`config.mk`:
```
export PLATFORM = sky130hd
export DESIGN_NAME = lbsq_ctrl
export DESIGN_NICKNAME = d
export VERILOG_FILES = /design/src/rtl/lbsq_pkg.sv /design/src/rtl/lbsq_ctrl.sv
export SDC_FILE = /design/constraint.sdc
export NUM_CORES = 1
export LEC_CHECK = 0
export ABC_AREA = 0
export BUFFER_PORTS_ARGS = -buffer_cell sky130_fd_sc_hd__buf_2
export CORE_AREA = 2 2 39 41
export CTS_CLUSTER_SIZE = 8
export DETAILED_ROUTE_END_ITERATION = 12
export DIE_AREA = 0 0 41 43
export GPL_ROUTABILITY_DRIVEN = 0
export GPL_TIMING_DRIVEN = 1
export SLEW_MARGIN = 20
export SYNTH_ARGS = -nofsm -noshare
export SYNTH_HDL_FRONTEND = slang
export SYNTH_SLANG_ARGS = --single-unit
```
`constraint.sdc`:
```
create_clock -name clk_i -period 1.3 [get_ports clk_i]
set_input_delay 0.13 -clock clk_i [delete_from_list [all_inputs] [get_ports clk_i]]
set_output_delay 0.13 -clock clk_i [all_outputs]
set_load 0.005 [all_outputs]
```
`src/rtl/lbsq_pkg.sv`:
```
`timescale 1ns / 1ps

package lbsq_pkg;

  localparam int MaxJoints = 64;
  localparam int IdxW      = 6;
  localparam int VecW      = 32;
  localparam int AuxW      = 16;
  localparam int BiasW     = 16;
  localparam int UW        = 36;
  localparam int TW        = 56;
  localparam int RW        = 44;
  localparam int CW        = 48;
  localparam int PsW       = 48;
  localparam int NsW       = 32;

  localparam logic ReqLoad   = 1'b0;
  localparam logic ReqWeight = 1'b1;

  typedef enum logic [2:0] {
    StIdle,
    StUPos,
    StTPos,
    StUNrm,
    StTNrm,
    StScale,
    StAcc
  } lbsq_state_e;

  typedef struct packed {
    logic load_we;
    logic capture;
    logic rot_u;
    logic rot_t;
    logic sel_nrm;
    logic scale;
    logic acc;
    logic emit;
  } lbsq_cmd_t;

  typedef struct packed {
    logic last;
  } lbsq_sts_t;

  typedef struct packed {
    logic                       req_type;
    logic [IdxW-1:0]            joint_index;
    logic [2:0][VecW-1:0]       vec;
    logic [3:0][AuxW-1:0]       aux;
    logic [BiasW-1:0]           bias;
    logic                       last_weight;
  } lbsq_req_t;

  typedef struct packed {
    logic [2:0][VecW-1:0] pos;
    logic [2:0][AuxW-1:0] nrm;
  } lbsq_rsp_t;

  typedef struct packed {
    logic [2:0][VecW-1:0] pos;
    logic [3:0][AuxW-1:0] rot;
  } lbsq_pose_t;

  function automatic logic signed [PsW-1:0] sat_ps(logic signed [PsW:0] x);
    if (x[PsW] != x[PsW-1]) begin
      return x[PsW] ? {1'b1, {(PsW-1){1'b0}}} : {1'b0, {(PsW-1){1'b1}}};
    end
    return x[PsW-1:0];
  endfunction

  function automatic logic signed [NsW-1:0] sat_ns(logic signed [PsW:0] x);
    if (!(&x[PsW:NsW-1]) && (|x[PsW:NsW-1])) begin
      return x[PsW] ? {1'b1, {(NsW-1){1'b0}}} : {1'b0, {(NsW-1){1'b1}}};
    end
    return x[NsW-1:0];
  endfunction

  function automatic logic signed [VecW-1:0] sat_pos(logic signed [PsW-1:0] x);
    if (!(&x[PsW-1:VecW-1]) && (|x[PsW-1:VecW-1])) begin
      return x[PsW-1] ? {1'b1, {(VecW-1){1'b0}}} : {1'b0, {(VecW-1){1'b1}}};
    end
    return x[VecW-1:0];
  endfunction

  function automatic logic signed [AuxW-1:0] sat_nrm(logic signed [NsW-1:0] x);
    if (!(&x[NsW-1:AuxW-1]) && (|x[NsW-1:AuxW-1])) begin
      return x[NsW-1] ? {1'b1, {(AuxW-1){1'b0}}} : {1'b0, {(AuxW-1){1'b1}}};
    end
    return x[AuxW-1:0];
  endfunction

endpackage

```
`src/rtl/lbsq_ctrl.sv`:
```
`timescale 1ns / 1ps

module lbsq_ctrl (
  input  logic                clk_i,
  input  logic                rst_ni,
  input  logic                req_valid_i,
  input  logic                req_type_i,
  output logic                req_ready_o,
  input  logic                rsp_ready_i,
  output logic                rsp_valid_o,
  input  lbsq_pkg::lbsq_sts_t sts_i,
  output lbsq_pkg::lbsq_cmd_t cmd_o
);

  lbsq_pkg::lbsq_state_e state_q, state_d;
  logic                  out_vld_q, out_vld_d;
  logic                  fire;
  logic                  accept;

  assign accept = (state_q == lbsq_pkg::StIdle) && req_valid_i;
  assign fire   = !sts_i.last || !out_vld_q || rsp_ready_i;

  always_comb begin
    state_d = state_q;
    case (state_q)
      lbsq_pkg::StIdle: begin
        if (accept && (req_type_i == lbsq_pkg::ReqWeight)) state_d = lbsq_pkg::StUPos;
      end
      lbsq_pkg::StUPos:  state_d = lbsq_pkg::StTPos;
      lbsq_pkg::StTPos:  state_d = lbsq_pkg::StUNrm;
      lbsq_pkg::StUNrm:  state_d = lbsq_pkg::StTNrm;
      lbsq_pkg::StTNrm:  state_d = lbsq_pkg::StScale;
      lbsq_pkg::StScale: state_d = lbsq_pkg::StAcc;
      lbsq_pkg::StAcc: begin
        if (fire) state_d = lbsq_pkg::StIdle;
      end
      default: state_d = lbsq_pkg::StIdle;
    endcase
  end

  always_comb begin
    cmd_o       = '0;
    req_ready_o = 1'b0;
    case (state_q)
      lbsq_pkg::StIdle: begin
        req_ready_o   = 1'b1;
        cmd_o.load_we = accept && (req_type_i == lbsq_pkg::ReqLoad);
        cmd_o.capture = accept && (req_type_i == lbsq_pkg::ReqWeight);
      end
      lbsq_pkg::StUPos: cmd_o.rot_u = 1'b1;
      lbsq_pkg::StTPos: cmd_o.rot_t = 1'b1;
      lbsq_pkg::StUNrm: begin
        cmd_o.rot_u   = 1'b1;
        cmd_o.sel_nrm = 1'b1;
      end
      lbsq_pkg::StTNrm: begin
        cmd_o.rot_t   = 1'b1;
        cmd_o.sel_nrm = 1'b1;
      end
      lbsq_pkg::StScale: cmd_o.scale = 1'b1;
      lbsq_pkg::StAcc: begin
        cmd_o.acc  = fire;
        cmd_o.emit = fire && sts_i.last;
      end
      default: cmd_o = '0;
    endcase
  end

  always_comb begin
    out_vld_d = out_vld_q;
    if (rsp_ready_i) out_vld_d = 1'b0;
    if (cmd_o.emit) out_vld_d = 1'b1;
  end

  assign rsp_valid_o = out_vld_q;

  always_ff @(posedge clk_i or negedge rst_ni) begin
    if (!rst_ni) begin
      state_q   <= lbsq_pkg::StIdle;
      out_vld_q <= 1'b0;
    end else begin
      state_q   <= state_d;
      out_vld_q <= out_vld_d;
    end
  end

endmodule

```
==> qor.yml, run 1 <==
status: "complete, no violations"
htreeDepth: 1
cts_inserted_buffers: 3
finalSetupViolCount: 0
p_int_mw: 0.629
syn2layout_area_growth_pct: 44.3
die_w_um: 41
drt-pass1-iter-count: 2
fin_crit_sh: 0.993
yosysSeqAreaShare: 0.305
grt_remaining_overflow: 0
power_leakage_nw: 0.239
tns_ns: 0
power_mw: 1.03
fp-row-count: 14
cp_max_fo: 8
drive_gt1_frac: 0.636
stdcell_count: 71
grt_start_max_net_pins: 12
rsz0062_at_grt: "yes"
netlist-cell-type-count: 20
setup_ws_ns: 0.00933
start_util: 0.237
swShare: 0.392
core-area_sq_um: 1380
grt_use_total: 0.0876
utilization: 0.342
p_clk_frac: 0.146
dpl_worst_slack_ns: 0.141
hold_class: "input pin to flop"
synthesis.nets: 39
power.density_nw_per_um2: 2190
finalWirelength_um: 707
ios: 16
final_nets: 63
final_common_cell: "buf_2"
worstSkewPairLatency_ns: 0.23
maxCapViolations: 0
syn-cell-area_sq_um: 328
syn_area_per_cell_sq_um: 9.93
ys.warnings.count: 0
ir_worst_vdd_mv: 0.999
power.switching_mw: 0.406
critPathLaunchType: "flop"
grt_antenna_before_repair: 0
fmax_ghz: 0.775
final_area_sq_um: 473
setup.worst_path.class: "flop to output port"
root_buffer: "clkbuf_4"
slew_violations: 0
syn_inst: 33
grt_pass1_vias: 245
max_slew_margin: 0.876
timing.final.hold_violations: 0
numPortBuffers: 15
whs_ns: 0.0994
power_frac_seq: 0.281
p_comb_frac: 0.573
cts_tree: "done"
hpwl_um: 444
end_kind: "output port"
drc: 0
die_area_sq_um: 1760
ys_seq_elements: 4
worstMarginPinSlew_ns: 0.186
fin_crit_ns: 1.29
critPathArrivalTime_ns: 1.16
cts.sinks: 4
grt_pass1_wl_um: 1010
drtIter0Drc: 3
vias: 322
layout_common_cells: "16 x buf_2, 5 x buf_4"
dp.cells: 60
avgViaCountPerCell: 4.54
die_h_um: 43
routedWlPerCell_um: 9.96
placed_area_sq_um: 382
cp.required_ns: 1.17
num_antenna_cells: 0
antenna_left: 0
clock_path_buffers: 2
cts.clk_slew.worst_paths_ns: 0.04
finClkSkew_ns: 0.00396
fill_cells: 145
-- Yosys cell counts (all sizes together) --
library cell | n | share of area
and3 | 1 | 0.019
nor3 | 1 | 0.050
nand4b | 1 | 0.027
and3b | 1 | 0.027
buf | 4 | 0.13
a21oi | 2 | 0.042
nand2b | 4 | 0.099
o211ai | 1 | 0.023
and4 | 1 | 0.027
a211oi | 2 | 0.076
a31oi | 1 | 0.019
dfrtp | 4 | 0.31
xnor2 | 1 | 0.027
inv | 3 | 0.034
nor2 | 2 | 0.023
nand3b | 2 | 0.046
o21ai | 2 | 0.031
-- critical path, stage by stage, from the launching register on --
cell     delay, ns
dfrtp_2       0.46
nor3_4        0.20
and3b_1       0.17
buf_2         0.10
-- flip-flops by register name, summed over array words and instances, names as in the netlist --
signal and flops:
rsp_valid_o 1, state_q 3
-- cell families (layout without fill, tap and decap cells) --
family          Yosys count  in the layout  share of synthesized area
compound gates            8              8                      0.191
xor+xnor                  1              1                     0.0267
buf+inv                   7             29                      0.160
flops                     4              4                      0.305
simple gates             13             13                      0.317
-- layer usage --
layer | vias to the layer above | share of wire | track usage
li1 | 159 | - | -
met1 | 147 | 0.45 | 0.114
met2 | 16 | 0.45 | 0.106
met3 | 0 | 0.10 | 0.0628
met4 | 0 | 0 | 0.0400
met5 | - | 0 | 0
-- timing repair --
action,in CTS,in global routing
gates resized for setup,5,2
buffers inserted,2,5
hold buffers,1,0
pin swaps,1,0
endpoints found under the setup margin,7,6
hold endpoints to repair,4,0
-- area by class of cell --
cell class | instances | area, sq um | share of cell area
repair buffers | 23 | 133 | 0.280
flip-flops and latches | 4 | 104 | 0.220
well taps | 16 | 20.0 | 0.0423
clock buffers | 3 | 22.5 | 0.0476
inverters | 3 | 11.3 | 0.0238
multi-input cells | 22 | 183 | 0.386
-- power by group through the flow --
stage	sequential, mW	clock [mW]	combinational (mW)
3_3_place_gp	0.330	0	0.385
6_report	0.290	0.151	0.593
4_1_cts	0.316	0.159	0.463
3_5_place_dp	0.332	0	0.392
2_1_floorplan	0.210	0	0.456
5_1_grt	0.303	0.170	0.657
-- final timing paths --
path,from,to,slack [ns],cells after the start
worst max-delay path,state_q[1]$_DFFE_PN0P_,cmd_o[7],0.009,3
worst min-delay path,rsp_ready_i,rsp_valid_o$_DFFE_PN0P_,0.1,2
worst max register to register,state_q[1]$_DFFE_PN0P_,state_q[0]$_DFFE_PN0P_,0.15,4
worst min register to register,rsp_valid_o$_DFFE_PN0P_,state_q[1]$_DFFE_PN0P_,0.65,2
max in group asynchronous,rst_ni,state_q[2]$_DFFE_PN0P_,0.94,2
min in group asynchronous,rst_ni,state_q[0]$_DFFE_PN0P_,0.23,2
Power figures use the tool's default switching activity.
==> run 2, diff against run 1 <==
--- a/constraint.sdc
+++ b/constraint.sdc
@@ -3,2 +3,2 @@
 set_output_delay 0.13 -clock clk_i [all_outputs]
-set_load 0.005 [all_outputs]
+set_load 0.05 [all_outputs]
==> run 2 against run 1 <==
The run now ends with setup timing left. First-iteration DRC count stayed put. Fmax fell by 7.0%. Clock power up 7%. Critical endpoint is now cmd_o[0].
==> qor.yml, run 2 (same netlist as run 1, synthesis figures left out) <==
critPathArrivalTime_ns: 1.26  # was 1.16 ns
worstMarginPinSlew_ns: 0.259  # was 0.186 ns
die_area_sq_um: 1760  # unchanged
tns_ns: -0.403  # was 0 ns
power.switching_mw: 0.841  # was 0.406 mW
drtIter0Drc: 3  # unchanged
die_h_um: 43  # unchanged
syn2layout_area_growth_pct: 76.3  # was 44.3%
grt_use_total: 0.120  # was 0.0876
power_leakage_nw: 0.260  # was 0.239 nW
fin_crit_sh: 1.07  # was 0.993
rr_worst_depth: 4  # unchanged
cts_inserted_buffers: 3  # unchanged
num_antenna_cells: 0  # unchanged
p_int_mw: 0.806  # was 0.629 mW
cp_max_fo: 7  # was 8
grt_pass1_wl_um: 1300  # was 1010 um
avgViaCountPerCell: 4.86  # was 4.54
critPathBufInv: 1  # unchanged
maxCapViolations: 0  # unchanged
slew_violations: 0  # unchanged
ir_worst_vdd_mv: 1.08  # was 0.999 mV
placed_area_sq_um: 418  # was 382 sq um
setup.worst_path.class: "flop to output port"  # unchanged
end_kind: "output port"  # unchanged
max_slew_margin: 0.828  # was 0.876
timing.final.hold_violations: 0  # unchanged
min_from: "rsp_ready_i"  # unchanged
routedWlPerCell_um: 11.5  # was 9.96 um
crit_path_start: "state_q[0]$_DFFE_PN0P_"  # was state_q[1]$_DFFE_PN0P_
p_clk_frac: 0.098  # was 0.146
cts_tree: "done"  # unchanged
antenna_left: 0  # unchanged
fp-row-count: 14  # unchanged
final_nets: 65  # was 63
path_cells: "nand4b_1, a21oi_2, buf_6"  # was nor3_4, and3b_1, buf_2
finalSetupViolCount: 8  # was 0
hold_class: "input pin to flop"  # unchanged
worstReg2RegEnd: "state_q[0]$_DFFE_PN0P_"  # unchanged
finalWirelength_um: 839  # was 707 um
cp_top_family: "flip-flops"  # unchanged
drt-pass1-iter-count: 4  # was 2
finClkSkew_ns: 0.00429  # was 0.00396 ns
htreeDepth: 1  # unchanged
final_area_sq_um: 578  # was 473 sq um
fmax_ghz: 0.720  # was 0.775 GHz
grt_remaining_overflow: 0  # unchanged
swShare: 0.511  # was 0.392
core-area_sq_um: 1380  # unchanged
fin_crit_ns: 1.39  # was 1.29 ns
hold_end: "rsp_valid_o$_DFFE_PN0P_"  # unchanged
root_buffer: "clkbuf_4"  # unchanged
cp.required_ns: 1.17  # about the same
critPathLaunchType: "flop"  # unchanged
setup_ws_ns: -0.0884  # was 0.00933 ns
drive_gt1_frac: 0.754  # was 0.636
r2r_start: "state_q[1]$_DFFE_PN0P_"  # unchanged
cts.clk_slew.worst_paths_ns: 0.04  # about the same
start_util: 0.237  # unchanged
vias: 355  # was 322
power.density_nw_per_um2: 2850  # was 2190 nW/um^2
whs_ns: 0.0999  # was 0.0994 ns
grt_pass1_vias: 347  # was 245
final_common_cell: "buf_2"  # unchanged
cts.sinks: 4  # unchanged
cpMaxStageDelayCell: "dfrtp_2"  # unchanged
regMostFlops: "state_q"  # unchanged
numPortBuffers: 15  # unchanged
power_frac_seq: 0.179  # was 0.281
status: "complete, but fails checks"  # was complete, no violations
worstSkewPairLatency_ns: 0.24  # was 0.23 ns
violations: "setup timing"
clock_path_buffers: 2  # unchanged
die_w_um: 41  # unchanged
ios: 16  # unchanged
grt_antenna_before_repair: 0  # unchanged
layout_common_cells: "8 x buf_2, 7 x buf_6, 6 x buf_4"  # was 16 x buf_2, 5 x buf_4
largest_reg_flops: 3  # unchanged
drc: 0  # unchanged
rsz0062_at_grt: "yes"  # unchanged
min_path_cells: 2  # unchanged
r2r_setup_slack_ns: 0.13  # was 0.15 ns
grt_start_max_net_pins: 8  # was 12
p_comb_frac: 0.724  # was 0.573
critPathMaxStageDelay_ns: 0.47  # was 0.46 ns
hpwl_um: 500  # was 444 um
[run 2: layer usage]
metal / up-vias / track usage / part of all wire
met2: 14 / 0.178 / 0.53
met3: 3 / 0.0314 / 0.042
met1: 174 / 0.124 / 0.40
met4: 0 / 0.120 / 0.030
li1: 164 / - / -
met5: - / 0 / 0
[run 2: area by class of cell]
cell class,count,area [sq um]
fillers,147,806
repair buffers,25,219
multi-input cells,22,201
flip-flops and latches,4,104
clock buffers,3,22.5
well taps,16,20.0
inverters,3,11.3
[run 2: power by group through the flow]
stage	Combinational, mW	Clock [mW]	Sequential [mW]
finish	1.19	0.161	0.294
global route	1.26	0.169	0.307
CTS	1.15	0.161	0.297
detailed placement	0.873	0	0.325
global placement	0.868	0	0.319
floorplan	0.843	0	0.232
[run 2: worst max path at each step]
stage	to	slack, ns	cells past startpoint
3_5_place_dp	cmd_o[0]	-0.02	3
6_report	cmd_o[0]	-0.09	3
5_1_grt	cmd_o[7]	-0.15	3
3_3_place_gp	cmd_o[0]	-0.01	3
2_1_floorplan	cmd_o[7]	-0.27	3
4_1_cts	cmd_o[7]	-0.09	3
[run 2: what timing repair did]
action | in CTS | in global routing
pin swaps | 3 | 1
resized for setup | 28 | 3
hold buffers | 1 | 0
setup endpoints to repair | 9 | 8
hold endpoints to repair | 4 | 0
buffers inserted | 5 | 1
[run 2: metrics by stage]
step | cells | util | power (mW) | setup WS (ns)
finish | 73 | 0.418 | 1.65 | -0.0884
global route | 73 | 0.418 | 1.74 | -0.151
global placement | 63 | 0.302 | 1.19 | -0.0125
detailed placement | 63 | 0.302 | 1.20 | -0.0190
floorplan | 33 | - | 1.07 | -0.273
CTS | 72 | 0.403 | 1.60 | -0.0871
==> run 3, diff against run 2 <==
- CELL_PAD_IN_SITES_DETAIL_PLACEMENT: unset -> 1
- CELL_PAD_IN_SITES_GLOBAL_PLACEMENT: unset -> 1
- PLACE_DENSITY_LB_ADDON: unset -> 0.1
==> run 3 against run 2 <==
The flow still finishes with violations (setup timing). Power decreased by 0.96%. Die area unchanged. Clock-buffer cell count unchanged. Hold slack improved by 0.028 ns. Non-clock buffer count increased by 1. Flip-flop and latch count unchanged. Worst setup slack improved by 0.018 ns. Critical path type unchanged. Critical endpoint is now cmd_o[7].
==> qor.yml, run 3 (same netlist as run 1, synthesis figures left out) <==
avgViaCountPerCell: 4.65  # was 4.86
tns_ns: -0.305  # was -0.403 ns
num_antenna_cells: 0  # unchanged
routedWlPerCell_um: 13.2  # was 11.5 um
final_nets: 66  # was 65
die_h_um: 43  # unchanged
finalSetupViolCount: 7  # was 8
placed_area_sq_um: 410  # was 418 sq um
drive_gt1_frac: 0.724  # was 0.754
fp-row-count: 14  # unchanged
slew_violations: 0  # unchanged
final_area_sq_um: 566  # was 578 sq um
maxCapViolations: 0  # unchanged
fill_cells: 156  # was 147
cts.clk_slew.worst_paths_ns: 0.04  # about the same
cpMaxStageDelayCell: "dfrtp_2"  # unchanged
finClkSkew_ns: 0.00112  # was 0.00429 ns
max_slew_margin: 0.835  # was 0.828
final_common_cell: "buf_4"  # was buf_2
htreeDepth: 1  # unchanged
regMostFlops: "state_q"  # unchanged
cp_max_fo: 6  # was 7
drt-pass1-iter-count: 4  # unchanged
vias: 344  # was 355
syn2layout_area_growth_pct: 72.5  # was 76.3%
die_w_um: 41  # unchanged
fmax_ghz: 0.730  # was 0.720 GHz
fin_crit_ns: 1.37  # was 1.39 ns
ios: 16  # unchanged
cts.sinks: 4  # unchanged
dpl_worst_slack_ns: -0.0612  # was -0.0190 ns
setup.worst_path.class: "flop to output port"  # unchanged
grt_use_total: 0.138  # was 0.120
critPathArrivalTime_ns: 1.24  # was 1.26 ns
fin_crit_sh: 1.05  # was 1.07
power_leakage_nw: 0.259  # was 0.260 nW
power_mw: 1.63  # was 1.65 mW
clock_path_buffers: 2  # unchanged
layout_common_cells: "9 x buf_4, 7 x buf_2, 7 x buf_6"  # was 8 x buf_2, 7 x buf_6, 6 x buf_4
cts_tree: "done"  # unchanged
antenna_left: 0  # unchanged
worstMarginPinSlew_ns: 0.249  # was 0.259 ns
grt_remaining_overflow: 0  # unchanged
largest_reg_flops: 3  # unchanged
start_util: 0.237  # unchanged
worstSkewPairLatency_ns: 0.22  # was 0.24 ns
grt_antenna_before_repair: 0  # unchanged
finalWirelength_um: 977  # was 839 um
path_cells: "nor3_4, and3b_2, buf_6"  # was nand4b_1, a21oi_2, buf_6
die_area_sq_um: 1760  # unchanged
root_buffer: "clkbuf_4"  # unchanged
grt_pass1_vias: 364  # was 347
status: "complete, but fails checks"  # unchanged
power.density_nw_per_um2: 2880  # was 2850 nW/um^2
end_kind: "output port"  # unchanged
critPathLaunchType: "flop"  # unchanged
utilization: 0.409  # was 0.418
grt_start_max_net_pins: 7  # was 8
rsz0062_at_grt: "yes"  # unchanged
grt_pass1_wl_um: 1580  # was 1300 um
violations: "setup timing"  # unchanged
hpwl_um: 626  # was 500 um
cp.required_ns: 1.17  # about the same
ir_worst_vdd_mv: 0.973  # was 1.08 mV
cts_inserted_buffers: 3  # unchanged
critPathMaxStageDelay_ns: 0.45  # was 0.47 ns
timing.final.hold_violations: 0  # unchanged
numPortBuffers: 15  # unchanged
hold_class: "input pin to flop"  # unchanged
drtIter0Drc: 2  # was 3
drc: 0  # unchanged
core-area_sq_um: 1380  # unchanged
setup_ws_ns: -0.0706  # was -0.0884 ns
[run 3: changes by cell type in the layout (fill, tap and decap cells not counted)]
cell and delta:
buf_4 +3, buf_8 -2, and3_2 +1, and3_4 -1, buf_1 +1, buf_2 -1, inv_1 +1, inv_2 -1
[run 3: critical path: cells and delay by family (launching register included)]
kind          cells  cell delay, ns
simple gates      2            0.42
flops             1            0.45
buf+inv           1            0.15
[run 3: final timing paths]
| path | start | endpoint | slack (ns) | depth (start not counted) |
|---|---|---|---|---|
| worst max-delay path | state_q[0]$_DFFE_PN0P_ | cmd_o[7] | -0.07 | 3 |
| worst min-delay path | rsp_ready_i | rsp_valid_o$_DFFE_PN0P_ | 0.13 | 2 |
| worst max register to register | state_q[2]$_DFFE_PN0P_ | state_q[0]$_DFFE_PN0P_ | 0.08 | 5 |
| worst min register to register | rsp_valid_o$_DFFE_PN0P_ | rsp_valid_o$_DFFE_PN0P_ | 0.61 | 2 |
| max in group asynchronous | rst_ni | state_q[2]$_DFFE_PN0P_ | 0.93 | 2 |
| min in group asynchronous | rst_ni | state_q[1]$_DFFE_PN0P_ | 0.24 | 2 |
[run 3: per-layer routing]
layer | routed length [um] | vias up | GRT usage
li1 | - | 166 | -
met2 | 558 | 10 | 0.225
met5 | 0 | - | 0
met4 | 0 | 0 | 0.0600
met1 | 368 | 168 | 0.150
met3 | 49 | 0 | 0.0524
[run 3: power breakdown]
| part | switching [mW] | leakage [nW] | internal [mW] |
|---|---|---|---|
| clock network | 0.0398 | 0.0138 | 0.103 |
| logic | 0.698 | 0.198 | 0.501 |
| registers | 0.104 | 0.0476 | 0.185 |
| total | 0.842 | 0.259 | 0.789 |
[run 3: layout make-up]
| cell class | count | area (sq um) | area share |
|---|---|---|---|
| clock buffers | 3 | 22.5 | 0.0398 |
| inverters | 3 | 11.3 | 0.0199 |
| multi-input cells | 22 | 198 | 0.350 |
| flip-flops and latches | 4 | 104 | 0.184 |
| well taps | 16 | 20.0 | 0.0354 |
| repair buffers | 26 | 210 | 0.372 |
[run 3: per-stage QoR]
| step | hold WS, ns | cells |
|---|---|---|
| final | 0.128 | 74 |
| after floorplan | -0.166 | 33 |
| after detailed placement | -0.0641 | 62 |
| after global routing | 0.145 | 74 |
| after CTS | 0.126 | 74 |
| after global placement | -0.0640 | 62 |
[run 3: repair_timing]
action | 4_1_cts | 5_1_grt
cloned | 0 | 0
pin swaps | 2 | 0
resized for setup | 22 | 1
setup endpoints to repair | 9 | 8
hold buffers | 1 | 0
endpoints found under the hold margin | 4 | 0
setup buffers | 8 | 0
